## src/bwlp_div.sv

```systemverilog
// restoring divider, one quotient bit per cycle, unsigned operands
// depends on nothing but its parameters
module bwlp_div #(
  parameter int NUM_W = 88,
  parameter int DEN_W = 41
) (
  input  logic                          clk,
  input  logic                          rst_n,
  input  logic                          start,
  input  logic [NUM_W-1:0]              num,
  input  logic [DEN_W-1:0]              den,
  input  logic [$clog2(NUM_W+1)-1:0]    steps,
  output logic                          done,
  output logic [NUM_W-1:0]              quo,
  output logic [DEN_W-1:0]              rem
);
  localparam int CNT_W = $clog2(NUM_W + 1);

  logic [NUM_W-1:0] n_r;
  logic [NUM_W-1:0] q_r;
  logic [DEN_W-1:0] rem_r;
  logic [DEN_W-1:0] den_r;
  logic [CNT_W-1:0] cnt_r;
  logic             busy_r;
  logic             done_r;
  logic [DEN_W:0]   rem2;
  logic             ge;
  logic [DEN_W:0]   diff;

  assign rem2 = {rem_r, n_r[NUM_W-1]};
  assign ge   = rem2 >= {1'b0, den_r};
  assign diff = rem2 - {1'b0, den_r};

  always_ff @(posedge clk) begin
    if (!rst_n) begin
      busy_r <= 1'b0;
      done_r <= 1'b0;
      cnt_r  <= '0;
    end else begin
      done_r <= 1'b0;
      if (start) begin
        busy_r <= 1'b1;
        cnt_r  <= steps;
      end else if (busy_r) begin
        cnt_r <= cnt_r - 1'b1;
        if (cnt_r == CNT_W'(1)) begin
          busy_r <= 1'b0;
          done_r <= 1'b1;
        end
      end
    end
  end

  always_ff @(posedge clk) begin
    if (start) begin
      n_r   <= num;
      q_r   <= '0;
      rem_r <= '0;
      den_r <= den;
    end else if (busy_r) begin
      n_r   <= n_r << 1;
      q_r   <= {q_r[NUM_W-2:0], ge};
      rem_r <= ge ? diff[DEN_W-1:0] : rem2[DEN_W-1:0];
    end
  end

  assign done = done_r;
  assign quo  = q_r;
  assign rem  = rem_r;

endmodule

```

## config.mk

```make
export PLATFORM = sky130hd
export DESIGN_NAME = bwlp_div
export DESIGN_NICKNAME = d
export VERILOG_FILES = /design/src/bwlp_div.sv
export SDC_FILE = /design/constraint.sdc
export NUM_CORES = 1
export LEC_CHECK = 0
export BUFFER_PORTS_ARGS = -buffer_cell sky130_fd_sc_hd__buf_4
export CAP_MARGIN = 20
export CORE_MARGIN = 8
export CORE_UTILIZATION = 50
export CTS_CLUSTER_DIAMETER = 60
export DETAILED_ROUTE_END_ITERATION = 8
export PLACE_DENSITY_LB_ADDON = 0.15
export SETUP_SLACK_MARGIN = 0.15
export SYNTH_ARGS = -nofsm -noshare
export SYNTH_HDL_FRONTEND = slang
export SYNTH_SLANG_ARGS = --single-unit
```

## constraint.sdc

```tcl
create_clock -name clk -period 3.3 [get_ports clk]
set_clock_uncertainty 0.1 [all_clocks]
set_input_delay 0.66 -clock clk [delete_from_list [all_inputs] [get_ports clk]]
set_output_delay 0.66 -clock clk [all_outputs]
set_load 0.01 [all_outputs]
```

; Word-level counts from Yosys, hierarchy flattened
; Index checks and enable logic that the tools add are counted.
[totals]
ff_bits = 267
in_bits = 139
out_inout_bits = 130
wordCells = 24
[op_classes]
n_addsub = 2
order_cmp = 1
n_eq_ne = 1
n_mux = 9
bitwise_logic = 2
reduce_logical = 2
[op_table]
columns = operator, n
row1 = 88-bit 2-to-1 mux, 2
row2 = 42-bit by 41-bit greater-or-equal comparator with 1-bit output, 1
row3 = 41-bit 2-to-1 mux, 1
row4 = 41-bit subtractor, 1
row5 = 7-bit 2-to-1 mux, 2
row6 = 7-bit by 1-bit equality test with 1-bit output (second input constant), 1
row7 = 7-bit by 1-bit subtractor with 7-bit output (second input constant), 1
row8 = 1-bit 2-to-1 mux, 4
row9 = 3-bit OR reduction, 1
row10 = 1-bit NOT, 2
row11 = 2-bit nonzero test, 1

; Depth between registers and ports, before layout
[logic_depth]
depth_word = 4
mapped_depth = 15
ltp_nobuf = 13

; Worst setup path before layout
; Ideal clock, no wire load.
[synth_timing]
kind = in2reg
from = input port start
to = register n_r[0], enable pin
setup_time_ns = 0.441
t_arrival_ns = 2.984
t_required_ns = 2.759
slack_ns = -0.226
stages = 4
path_buffers = 2
path_cell_list = clkbuf_1 -> nor2_1 -> clkbuf_1 -> inv_1
[synth_via]
elab_chain_len = 1
[synth_rtl]
columns = item, line
row1 = start: declaration, 9  ; input logic start,
row2 = 2-bit nonzero test (no line), -
row3 = end signal: assignment, 56  ; n_r <= num;
row4 = end signal: assignment, 61  ; n_r <= n_r << 1;
row5 = end: declaration, 19  ; logic [NUM_W-1:0] n_r;
; No other way between the ends.
; A chain may end at the register's enable or synchronous reset.

; Final worst setup path
[layout_timing]
from = register n_r[87]
to = register rem_r[1] (netlist: rem[1])
[layout_via]
elab_chain_len = 2
word_cells_on_any_way = 3
cone_classes = add/sub (1) / order compare (1) / mux (1)
[layout_rtl]
columns = item, line
row1 = 41-bit subtractor or 42-bit by 41-bit greater-or-equal comparator with 1-bit output (tied branches), "32, 31"
row2 = 41-bit 2-to-1 mux *, 63  ; rem_r <= ge ? diff[DEN_W-1:0] : rem2[DEN_W-1:0];
row3 = end signal: assignment, 63
row4 = end: declaration, 21  ; logic [DEN_W-1:0] rem_r;
; Every way passes the cells marked *; elsewhere a longest branch is shown, timed or not.

==> flow_summary_export.csv <==
group,metric,value,unit
outcome,status,"finished clean",
floorplanning,core,25000,um2
clock_tree,clock_path_buffers,3,
route,routed_via_density,5.27,
pwr,p_seq_share,45.2,%
yosys,ys_types,57,
yosys,ys_ff_latch,267,
sta,hold_viol_final,0,
yosys,yosysWarnings,0,
global_routing,antenna_found_initial,3,
place,hpwl,22000,um
yosys,postSynthAreaPerCell,11.2,um2
yosys,synthesis.area,12700,um2
sta,min_period,3.19,ns
clock_tree,cts_hold_buf,0,
sta,period_share,96.6,%
route,drtPass1Iterations,5,
route,drc,0,
setup_path,crit_path_start_kind,"flip-flop",
clock_tree,clock_latency,0.56,ns
place,gp_congestion,0.883,
yosys,synth_edf_count,129,
clock_tree,cts_root_buf,"clkbuf_16",
global_routing,grt_pass1_vias,9440,
global_routing,grt_pass1_wl,49200,um
pwr,switching_share,24.8,%
global_routing,grt-ovfl-total,0,
floorplanning,die_y,175,um
floorplanning,die_w,175,um
clock_tree,cts.sinks,267,
final_layout,drive_above_1_share,34.0,%
sta,tightest_slew,0.751,ns
sta,finalSetupViolCount,0,
pwr,p_clk_share,40.2,%
route,avgRoutedWirePerCell,17.8,um
place,dp.cells,1702,
route,vias,9355,
sta,rsz0062_at_grt,"true",
setup_path,crit_type,"reg2reg",
final_layout,final_net_count,1602,
route,initialDrtViolationCount,477,
pwr,power.leakage,7.38,nW
pwr,powerDensity,509,nW/um2
yosys,synth_top_flop_cell,"dfxtp_1",
yosys,syn_inst,1137,
sta,drv_slew,0,
clock_tree,path_clk_slew,0.06,ns
sta,max_slew_margin,49.9,%
final_layout,stdcell_count,1774,
global_routing,grt_max_degree,123,
place,portBuffers,268,
run,max-cap-violations,0,
setup_path,path_max_fanout,6,
yosys,yosysSeqAreaShare,52.3,%
route,ant_nets,0,
sta,fmax,314,MHz
pwr,intPower,6.33,mW
pwr,power_switching,2.09,mW
final_layout,area_growth,30.4,%
clock_tree,h-tree-depth,1,
pwr,peakVddDrop,0.487,mV
setup_path,crit_required,3.63,ns
yosys,synthesis.nets,1320,
setup_path,endpoint_kind,"flip-flop",
floorplanning,num_rows,58,
setup_path,worstPathArrival,3.51,ns
yosys,synthArstFlopShare,0,%
sta,tns,0,ns
floorplanning,die_area,30700,um2
floorplanning,io_pins,269,
final_layout,antenna_cells,0,
clock_tree,cts_made_buffers,31,
clock_tree,cts_tree,"yes",
min_path,hold_class,"in2reg",
global_routing,grtUsageTotal,19.4,%
floorplanning,start_util,50.7,%
pwr,p_comb_share,14.6,%
route,wl,31600,um
==> per-stage QoR <==
step / power, mW / setup slack (ns) / hold WS [ns] / area, um2 / util (%)
after floorplan: 4.63 / 0.218 / 0.378 / 12700 / -
after global placement: 5.02 / 0.134 / 0.358 / 15100 / 60.3
after detailed placement: 5.04 / 0.00492 / 0.355 / 15100 / 60.3
after CTS: 8.45 / 0.106 / 0.145 / 16200 / 64.7
after global routing: 8.77 / -0.0327 / 0.143 / 16500 / 66.0
final: 8.42 / 0.113 / 0.171 / 16500 / 66.0
==> cells in the mapped netlist, drive strengths merged (4+ instances only) <==
library cell	number	area, um2
buf	22	163
a21o	19	143
nand3	14	70.1
a211oi	31	233
ha	43	538
o21ai	31	155
a32oi	4	35.0
nand2b	4	25.0
o21bai	6	45.0
nand2	47	176
a31oi	6	37.5
mux2	88	991
edfxtp	129	3870
a221oi	4	35.0
and3	5	31.3
xnor2	24	210
dfxtp	138	2760
xor2	17	149
mux2i	122	1220
o21a	8	60.1
nor2b	5	31.3
nor3	12	65.1
clkbuf	41	155
a21oi	48	248
inv	57	214
o221ai	4	35.0
a211o	4	35.0
nor2	158	593
nand4	10	62.6
==> metal layers <==
| layer | routed length [um] | track usage (%) |
|---|---|---|
| met2 | 15200 | 32.5 |
| met1 | 12900 | 23.1 |
| met5 | 39 | 0 |
| met3 | 2510 | 6.98 |
| met4 | 864 | 5.48 |
==> what timing repair did <==
| action | CTS | global route |
|---|---|---|
| resized for setup | 9 | 51 |
| setup buffers | 0 | 9 |
| pin swaps | 1 | 38 |
| cloned | 1 | 4 |
| endpoints found under the setup margin | 39 | 42 |
==> area by class of cell <==
cell class	count	area [um2]
fillers	2008	8500
repair buffers	312	2540
well taps	330	413
clock inverters	10	80.1
flip-flops and latches	267	6640
inverters	58	221
clock buffers	48	958
multi-input cells	749	5680
==> power by group through the flow <==
stage          Sequential, mW  Combinational (mW)  Clock (mW)
2_1_floorplan            3.85               0.782           0
3_3_place_gp             3.86                1.16           0
3_5_place_dp             3.87                1.17           0
4_1_cts                  3.80                1.18        3.46
5_1_grt                  3.83                1.35        3.59
6_report                 3.80                1.23        3.39
==> kinds of logic after synthesis <==
group,share of synthesized area [%]
AOI/OAI and AO/OA,9.54
xor gates and xnor gates,2.83
adders and majority gates,4.40
buffers and inverters,4.22
DFF,52.3
muxes,17.4
and+or+nand+nor,9.23
==> state kept, by name, summed over array words and instances (netlist names) <==
name / flops
quo: 88
den_r: 41
n_r: 88
done: 1
cnt_r: 7
rem: 41
busy_r: 1
==> critical path: stages (launching register included) <==
cell,delay (ns)
edfxtp_1,0.39
inv_1,0.08
ha_2,0.18
inv_2,0.04
fa_2,0.41
a211oi_4,0.24
o21ai_2,0.08
and4_4,0.20
nor3_4,0.25
nor3_4,0.08
a21oi_2,0.17
o21a_4,0.24
buf_6,0.15
clkbuf_16,0.16
mux2i_1,0.19
a211oi_1,0.08
==> final timing paths <==
path / from / end / slack, ns / cells past startpoint
worst min register to register: quo[0]$_SDFFE_PP0P_ / quo[0]$_SDFFE_PP0P_ / 0.37 / 2
worst max register to register: n_r[87]$_DFFE_PP_ / rem[1]$_SDFFE_PP0P_ / 0.11 / 15
worst min-delay path: den[35] / den_r[35]$_DFFE_PP_ / 0.17 / 1
worst max-delay path: n_r[87]$_DFFE_PP_ / rem[1]$_SDFFE_PP0P_ / 0.11 / 15
==> cells in the final DEF (no fill, tap or decap), drive strengths merged, types with 19 or more instances in the layout <==
cell,netlist,layout
ha,43,43
nor2,158,158
mux2i,122,122
o21ai,31,31
edfxtp,129,129
inv,57,59
buf,22,308
a211oi,31,31
xnor2,24,24
a21oi,48,48
dfxtp,138,138
mux2,88,88
clkbuf,41,52
a21o,19,19
nand2,47,47
(Power assumes the default switching activity.)
