### src/bwlp_pkg.sv
// package for the fifth-order butterworth lowpass block
// holds widths, fixed-point constants, sequencer state and operation codes
// no dependencies
package bwlp_pkg;

  localparam int SAMPLE_WIDTH_DEF  = 16;
  localparam int HISTORY_WIDTH_DEF = 32;

  localparam int SRATE_W = 18;
  localparam int CUT_W   = 17;
  localparam logic [SRATE_W-1:0] SRATE_RST = 18'd48000;

  // q.26 working format, coefficients fit in CQ_W signed bits
  localparam int QF    = 26;
  localparam int CQ_W  = 41;
  localparam int CE_W  = CQ_W + 4;

  localparam logic [34:0] TWOPI_Q32 = 35'd26986075409;
  localparam logic signed [CQ_W-1:0] CONST_R = 41'sd217168846;
  localparam logic signed [CQ_W-1:0] CONST_K = 41'sd1405546295;

  // numerator width of the omega division: cutoff * 2pi plus half the divisor
  localparam int WNUM_W = 53;

  // multiplier digit size on the coefficient operand
  localparam int MUL_DW = 14;

  typedef enum logic [2:0] {
    ST_IDLE,
    ST_ISSUE,
    ST_MUL,
    ST_DSTART,
    ST_DIV,
    ST_FIN,
    ST_OUT
  } bwlp_state_t;

  typedef enum logic [3:0] {
    OP_WNUM,
    OP_W2,
    OP_W3,
    OP_W4,
    OP_W5,
    OP_RP,
    OP_RM,
    OP_KQ,
    OP_KN,
    OP_FWD,
    OP_FB1,
    OP_FB2,
    OP_FB3,
    OP_FB4,
    OP_FB5
  } bwlp_op_t;

endpackage

### src/bwlp_mul.sv
// shared signed multiplier, one digit of the b operand per cycle
// depends on bwlp_pkg
module bwlp_mul #(
  parameter int A_W = bwlp_pkg::CQ_W,
  parameter int B_W = bwlp_pkg::CQ_W
) (
  input  logic                   clk,
  input  logic                   rst_n,
  input  logic                   start,
  input  logic signed [A_W-1:0]  a,
  input  logic signed [B_W-1:0]  b,
  output logic                   done,
  output logic signed [A_W+B_W-1:0] p
);
  import bwlp_pkg::*;

  localparam int DW    = MUL_DW;
  localparam int ND    = (B_W + DW - 1) / DW;
  localparam int BM_W  = ND * DW;
  localparam int M_W   = A_W + BM_W;
  localparam int P_W   = A_W + B_W;
  localparam int CNT_W = $clog2(ND + 1);

  logic [A_W-1:0]   am_r;
  logic [BM_W-1:0]  bm_r;
  logic             neg_r;
  logic [M_W-1:0]   acc_r;
  logic [CNT_W-1:0] cnt_r;
  logic             busy_r;
  logic             fin_r;
  logic             done_r;
  logic signed [P_W-1:0] p_r;
  logic [A_W+DW-1:0] dprod;
  logic [B_W-1:0]   b_mag;

  assign dprod = (A_W+DW)'(am_r) * (A_W+DW)'(bm_r[BM_W-1 -: DW]);
  assign b_mag = b[B_W-1] ? B_W'(-b) : B_W'(b);

  always_ff @(posedge clk) begin
    if (!rst_n) begin
      busy_r <= 1'b0;
      fin_r  <= 1'b0;
      done_r <= 1'b0;
      cnt_r  <= '0;
    end else begin
      done_r <= 1'b0;
      if (start) begin
        busy_r <= 1'b1;
        cnt_r  <= CNT_W'(ND);
      end else if (busy_r) begin
        cnt_r <= cnt_r - 1'b1;
        if (cnt_r == CNT_W'(1)) begin
          busy_r <= 1'b0;
          fin_r  <= 1'b1;
        end
      end else if (fin_r) begin
        fin_r  <= 1'b0;
        done_r <= 1'b1;
      end
    end
  end

  always_ff @(posedge clk) begin
    if (start) begin
      am_r  <= a[A_W-1] ? A_W'(-a) : A_W'(a);
      bm_r  <= BM_W'(b_mag);
      neg_r <= a[A_W-1] ^ b[B_W-1];
      acc_r <= '0;
    end else if (busy_r) begin
      // most significant digit first
      acc_r <= (acc_r << DW) + M_W'(dprod);
      bm_r  <= bm_r << DW;
    end else if (fin_r) begin
      p_r <= neg_r ? -$signed(acc_r[P_W-1:0]) : $signed(acc_r[P_W-1:0]);
    end
  end

  assign done = done_r;
  assign p    = p_r;

endmodule

### config.mk
export PLATFORM = sky130hd
export DESIGN_NAME = bwlp_mul
export DESIGN_NICKNAME = d
export VERILOG_FILES = /design/src/bwlp_pkg.sv /design/src/bwlp_mul.sv
export SDC_FILE = /design/constraint.sdc
export NUM_CORES = 2
export LEC_CHECK = 0
export BUFFER_PORTS_ARGS = -buffer_cell sky130_fd_sc_hd__buf_2
export CAP_MARGIN = 0
export CORE_AREA = 4 4 292 179
export CTS_CLUSTER_DIAMETER = 80
export DETAILED_ROUTE_END_ITERATION = 8
export DIE_AREA = 0 0 296 183
export HOLD_SLACK_MARGIN = 0.05
export MAX_ROUTING_LAYER = met4
export PLACE_DENSITY_LB_ADDON = 0.1
export SLEW_MARGIN = 20
export SYNTH_ARGS = -nofsm -noshare
export SYNTH_HDL_FRONTEND = slang
export SYNTH_SLANG_ARGS = --single-unit
### constraint.sdc
create_clock -name clk -period 8.3 [get_ports clk]
set_input_delay 1.66 -clock clk [delete_from_list [all_inputs] [get_ports clk]]
set_output_delay 1.66 -clock clk [all_outputs]
set_load 0.05 [all_outputs]
Yosys cells after proc, flatten, opt, wreduce, memory -nomap -nowiden
Cells that the tools add are included.

$add $sub $neg: 5. Multiply operators: 1. Eq/ne operators: 2. Mux-type cells: 13. Bitwise gates (word level): 4. Reductions and logical operators: 4.

Operator list (count): $mux W41 (3); $add A82 B55 Y82 (1); $mux W82 (1); $neg A41 Y41 (2); $neg A82 Y82 (1); $mul A41 B14 Y55 (1); $mux W40 (1); $mux W1 (6); $mux W2 (2); $not A1 Y1 (3); $reduce_and A3 Y1 (1); $reduce_or A3 Y1 (1); $eq A2 B1 Y1 const B (1); $ne A2 B1 Y1 const B (1); $reduce_and A2 Y1 (1); $reduce_bool A2 Y1 (1); $sub A2 B1 Y2 const B (1); $xor A1 B1 Y1 (1).

Register bits: 253. Input bits: 85.

Longest topological paths before layout
Word-level depth: 4. Mapped depth: 27. Depth with buffers taken out: 24.

Least setup slack after synthesis
No wires, ideal clock.

Path type: flip-flop to flip-flop. From: register am_r[20]. To: register acc_r[81]. Library setup time: 128 ps. Data arrival time: 6543 ps. Required time: 8172 ps. Path slack: 1628 ps. Stages on the path, launching flop included: 26. Cells stage by stage: edfxtp_1 clkbuf_1 and2_1 fa_1 inv_1 fa_1 inv_1 fa_1 fa_1 fa_1 inv_1 fa_1 inv_1 ha_1 clkbuf_1 and2_1 nand3_1 or3_1 a211oi_1 o31ai_1 o31ai_1 a21oi_1 clkbuf_1 nor4_1 xnor2_1 o21ai_0.

Word-level cells in the longest chain between the ends: 2.

Ends and longest elaborated chain: start: declaration (line bwlp_mul.sv:24) `logic [A_W-1:0] am_r;`; start signal: assignment (line bwlp_mul.sv:65) `am_r <= a[A_W-1] ? A_W'(-a) : A_W'(a);`; $mul A41 B14 Y55 (line bwlp_mul.sv:36) `assign dprod = (A_W+DW)'(am_r) * (A_W+DW)'(bm_r[BM_W-1 -: DW]);`; $add A82 B55 Y82 (line bwlp_mul.sv:71) `acc_r <= (acc_r << DW) + M_W'(dprod);`; end signal: assignment (line bwlp_mul.sv:71); end: declaration (line bwlp_mul.sv:27) `logic [M_W-1:0] acc_r;`.

Every way passes these cells. A chain may end at the register's enable or synchronous reset.

Worst setup path in the final report
From: register bm_r[31]. To: register acc_r[50].

Word-level cells in the longest chain between the ends: 2.

Ends and longest elaborated chain: start: declaration (line bwlp_mul.sv:25) `logic [BM_W-1:0] bm_r;`; start signal: assignment (line bwlp_mul.sv:66) `bm_r <= BM_W'(b_mag);`; start signal: assignment (line bwlp_mul.sv:72) `bm_r <= bm_r << DW;`; $mul A41 B14 Y55 (line bwlp_mul.sv:36); $add A82 B55 Y82 (line bwlp_mul.sv:71).

Every way passes these cells.

==> run metrics <==
DRT iter0 DRCs=2005; Final #Nets=4125; largest net degree at the start of global routing=81; Routed WL per cell=21.4 um; # DRC=0; WL final=87.2 mm; Site Rows=63; Req. time, crit path=around 8700 ps; RSZ-0062 raised after global routing=no; Finish-stage setup viols=0; post-route ant nets=0; Final Cycle Share=0.942; relative slew slack=0.307; critical path cell sequence=buf_4 > and2_1 > fa_1 > inv_1 > fa_1 > inv_1 > fa_1 > fa_1 > fa_1 > inv_1 > fa_1 > inv_1 > ha_1 > nand2_1 > a2111oi_0 > o21ai_0 > a31oi_1 > a211oi_1 > o21ai_0 > buf_4 > a21oi_1 > xnor2_1 > o21ai_0; worst skew pair latency=around 580 ps; Setup Skew=23.8 ps; Async S/R FF share, synth=0; fmax=128 MHz; crit path capture type=flop; CP arrival=8240 ps; hold_buf cts=0; Cell Area, Synth=31400 um2; CP Max Fanout=25; cts bufs inserted=26; critical path class=reg -> reg; via/cell ratio=5.85; Yosys reg bits=between 200 and 300; Max-Cap Viols=0; global-route usage over all layers=0.340; commonest non-fill, non-tap cell in the layout=inv_1; max-slew violation count=0; Root Driver=clkbuf_16; Post-Syn Instances=3323; die width=296 um; Synth area leader=fa_1; vias in the first global route=24400; I/O Buffers=around 170; global-route wire length before repair=138 mm; core area=around 50000 um2; HPWL after DPL=71.7 mm; slowest CP cell=a2111oi_0; Final TNS setup=0 ps; routed vias=23800; P&R area growth vs syn=7.52%; overflow left after global routing=0; Worst Tran Pin Value=1010 ps; die area=54200 um2; Synth top area share=0.323; cell mode on critical path=fa_1; Worst Hold Depth=2; CTS tree=yes; syn_nets=4050; Hold Vio Cnt, Final=0; Post-CTS Setup Inserts=0; Chip Height=183 um; # H-tree levels=1; most frequent cells in the layout=inv_1 (541), fa_1 (507), nand2_1 (407); top cells by area, synth=fa_1 (32%), edfxtp_1 (16%), inv_1 (6.5%); crit-path max cell delay=910 ps; min Tclk post-route=7820 ps; sequential share of the synthesized area=0.214; starting density of the core=0.638; Avg Inst Size Synth=~9.5 um2; routability cong.=1.00; Post-synth EDFFs=165; Post-CTS Resized=0; number of detailed-route iterations in the first pass=6; Worst Hold Class=reg -> reg; fraction of layout cells with a size suffix above 1=0.0863; status=finished clean; initial antenna violation count=2; worst r2r path cells=23; CTS Sinks=253; critical path launch point type=flop; CTS Buffer Depth=3; Primary FF master, synth=edfxtp_1; clock transition at the registers of the reported paths=70 ps; synth warn=0; Synth cell types=62; I/O pin total=168
[synth_stat cells, drive strengths merged (32+ instances only)]
master	number
xor2	56
fa	507
dfxtp	88
and2	294
edfxtp	165
nand3	32
xnor2	176
or3	33
mux2i	42
o21ai	114
inv	542
a21oi	88
nor2	140
o31ai	42
clkbuf	173
nand2	407
ha	135
[critical path: cells and delay by family, from the launching register on]
kind	cells	cell delay, ps
fa+ha+maj	7	3460
compound gates	7	2190
buf+inv	6	750
flops	1	750
simple gates	2	320
xor+xnor	1	160
[flip-flops by register name, indices dropped and copies added (netlist names)]
signal,count
acc_r,82
am_r,41
bm_r,42
busy_r,1
cnt_r,2
done,1
fin_r,1
neg_r,1
p,82
[per-stage QoR]
step,hold slack (ps),util,std cells,instance area [um2],worst slack (ps)
final,488,0.686,4069,33800,479
after detailed placement,483,0.669,4020,32900,603
after floorplan,446,-,3323,31400,1630
after global placement,470,0.669,4020,32900,610
after CTS,491,0.686,4067,33800,557
after global routing,522,0.686,4069,33800,54.7
[layout make-up]
cell class | instances | area, um2
diodes | 2 | 5.00
inverters | 543 | 2040
clock buffers | 39 | 729
fillers | 3895 | 15500
repair buffers | 228 | 1370
well taps | 650 | 813
clock inverters | 8 | 109
multi-input cells | 2346 | 22000
flip-flops and latches | 253 | 6720
[worst paths after layout]
check | from | endpoint | slack [ps]
setup reg to reg | bm_r[31] | acc_r[50] | 480
hold / removal | bm_r[27] | bm_r[41] | 490
setup / recovery | bm_r[31] | acc_r[50] | 480
hold reg to reg | bm_r[27] | bm_r[41] | 490
[routing by layer]
metal,track usage,share of wire,vias to the layer above
met3,0.145,0.14,93
met5,-,0,-
li1,-,-,10600
met2,0.432,0.39,1289
met4,0.0580,0.017,0
met1,0.509,0.45,11800
[kinds of logic after synthesis]
family / Yosys count / synth area share
buf+inv: 724 / 0.0865
mux: 52 / 0.0170
fa+ha+maj: 642 / 0.377
xor+xnor: 232 / 0.0646
compound gates: 390 / 0.0790
simple gates: 1030 / 0.163
flops: 253 / 0.214
Power is not shown: default switching activity piles up to over one toggle a cycle in this logic, so the estimate is an artifact.
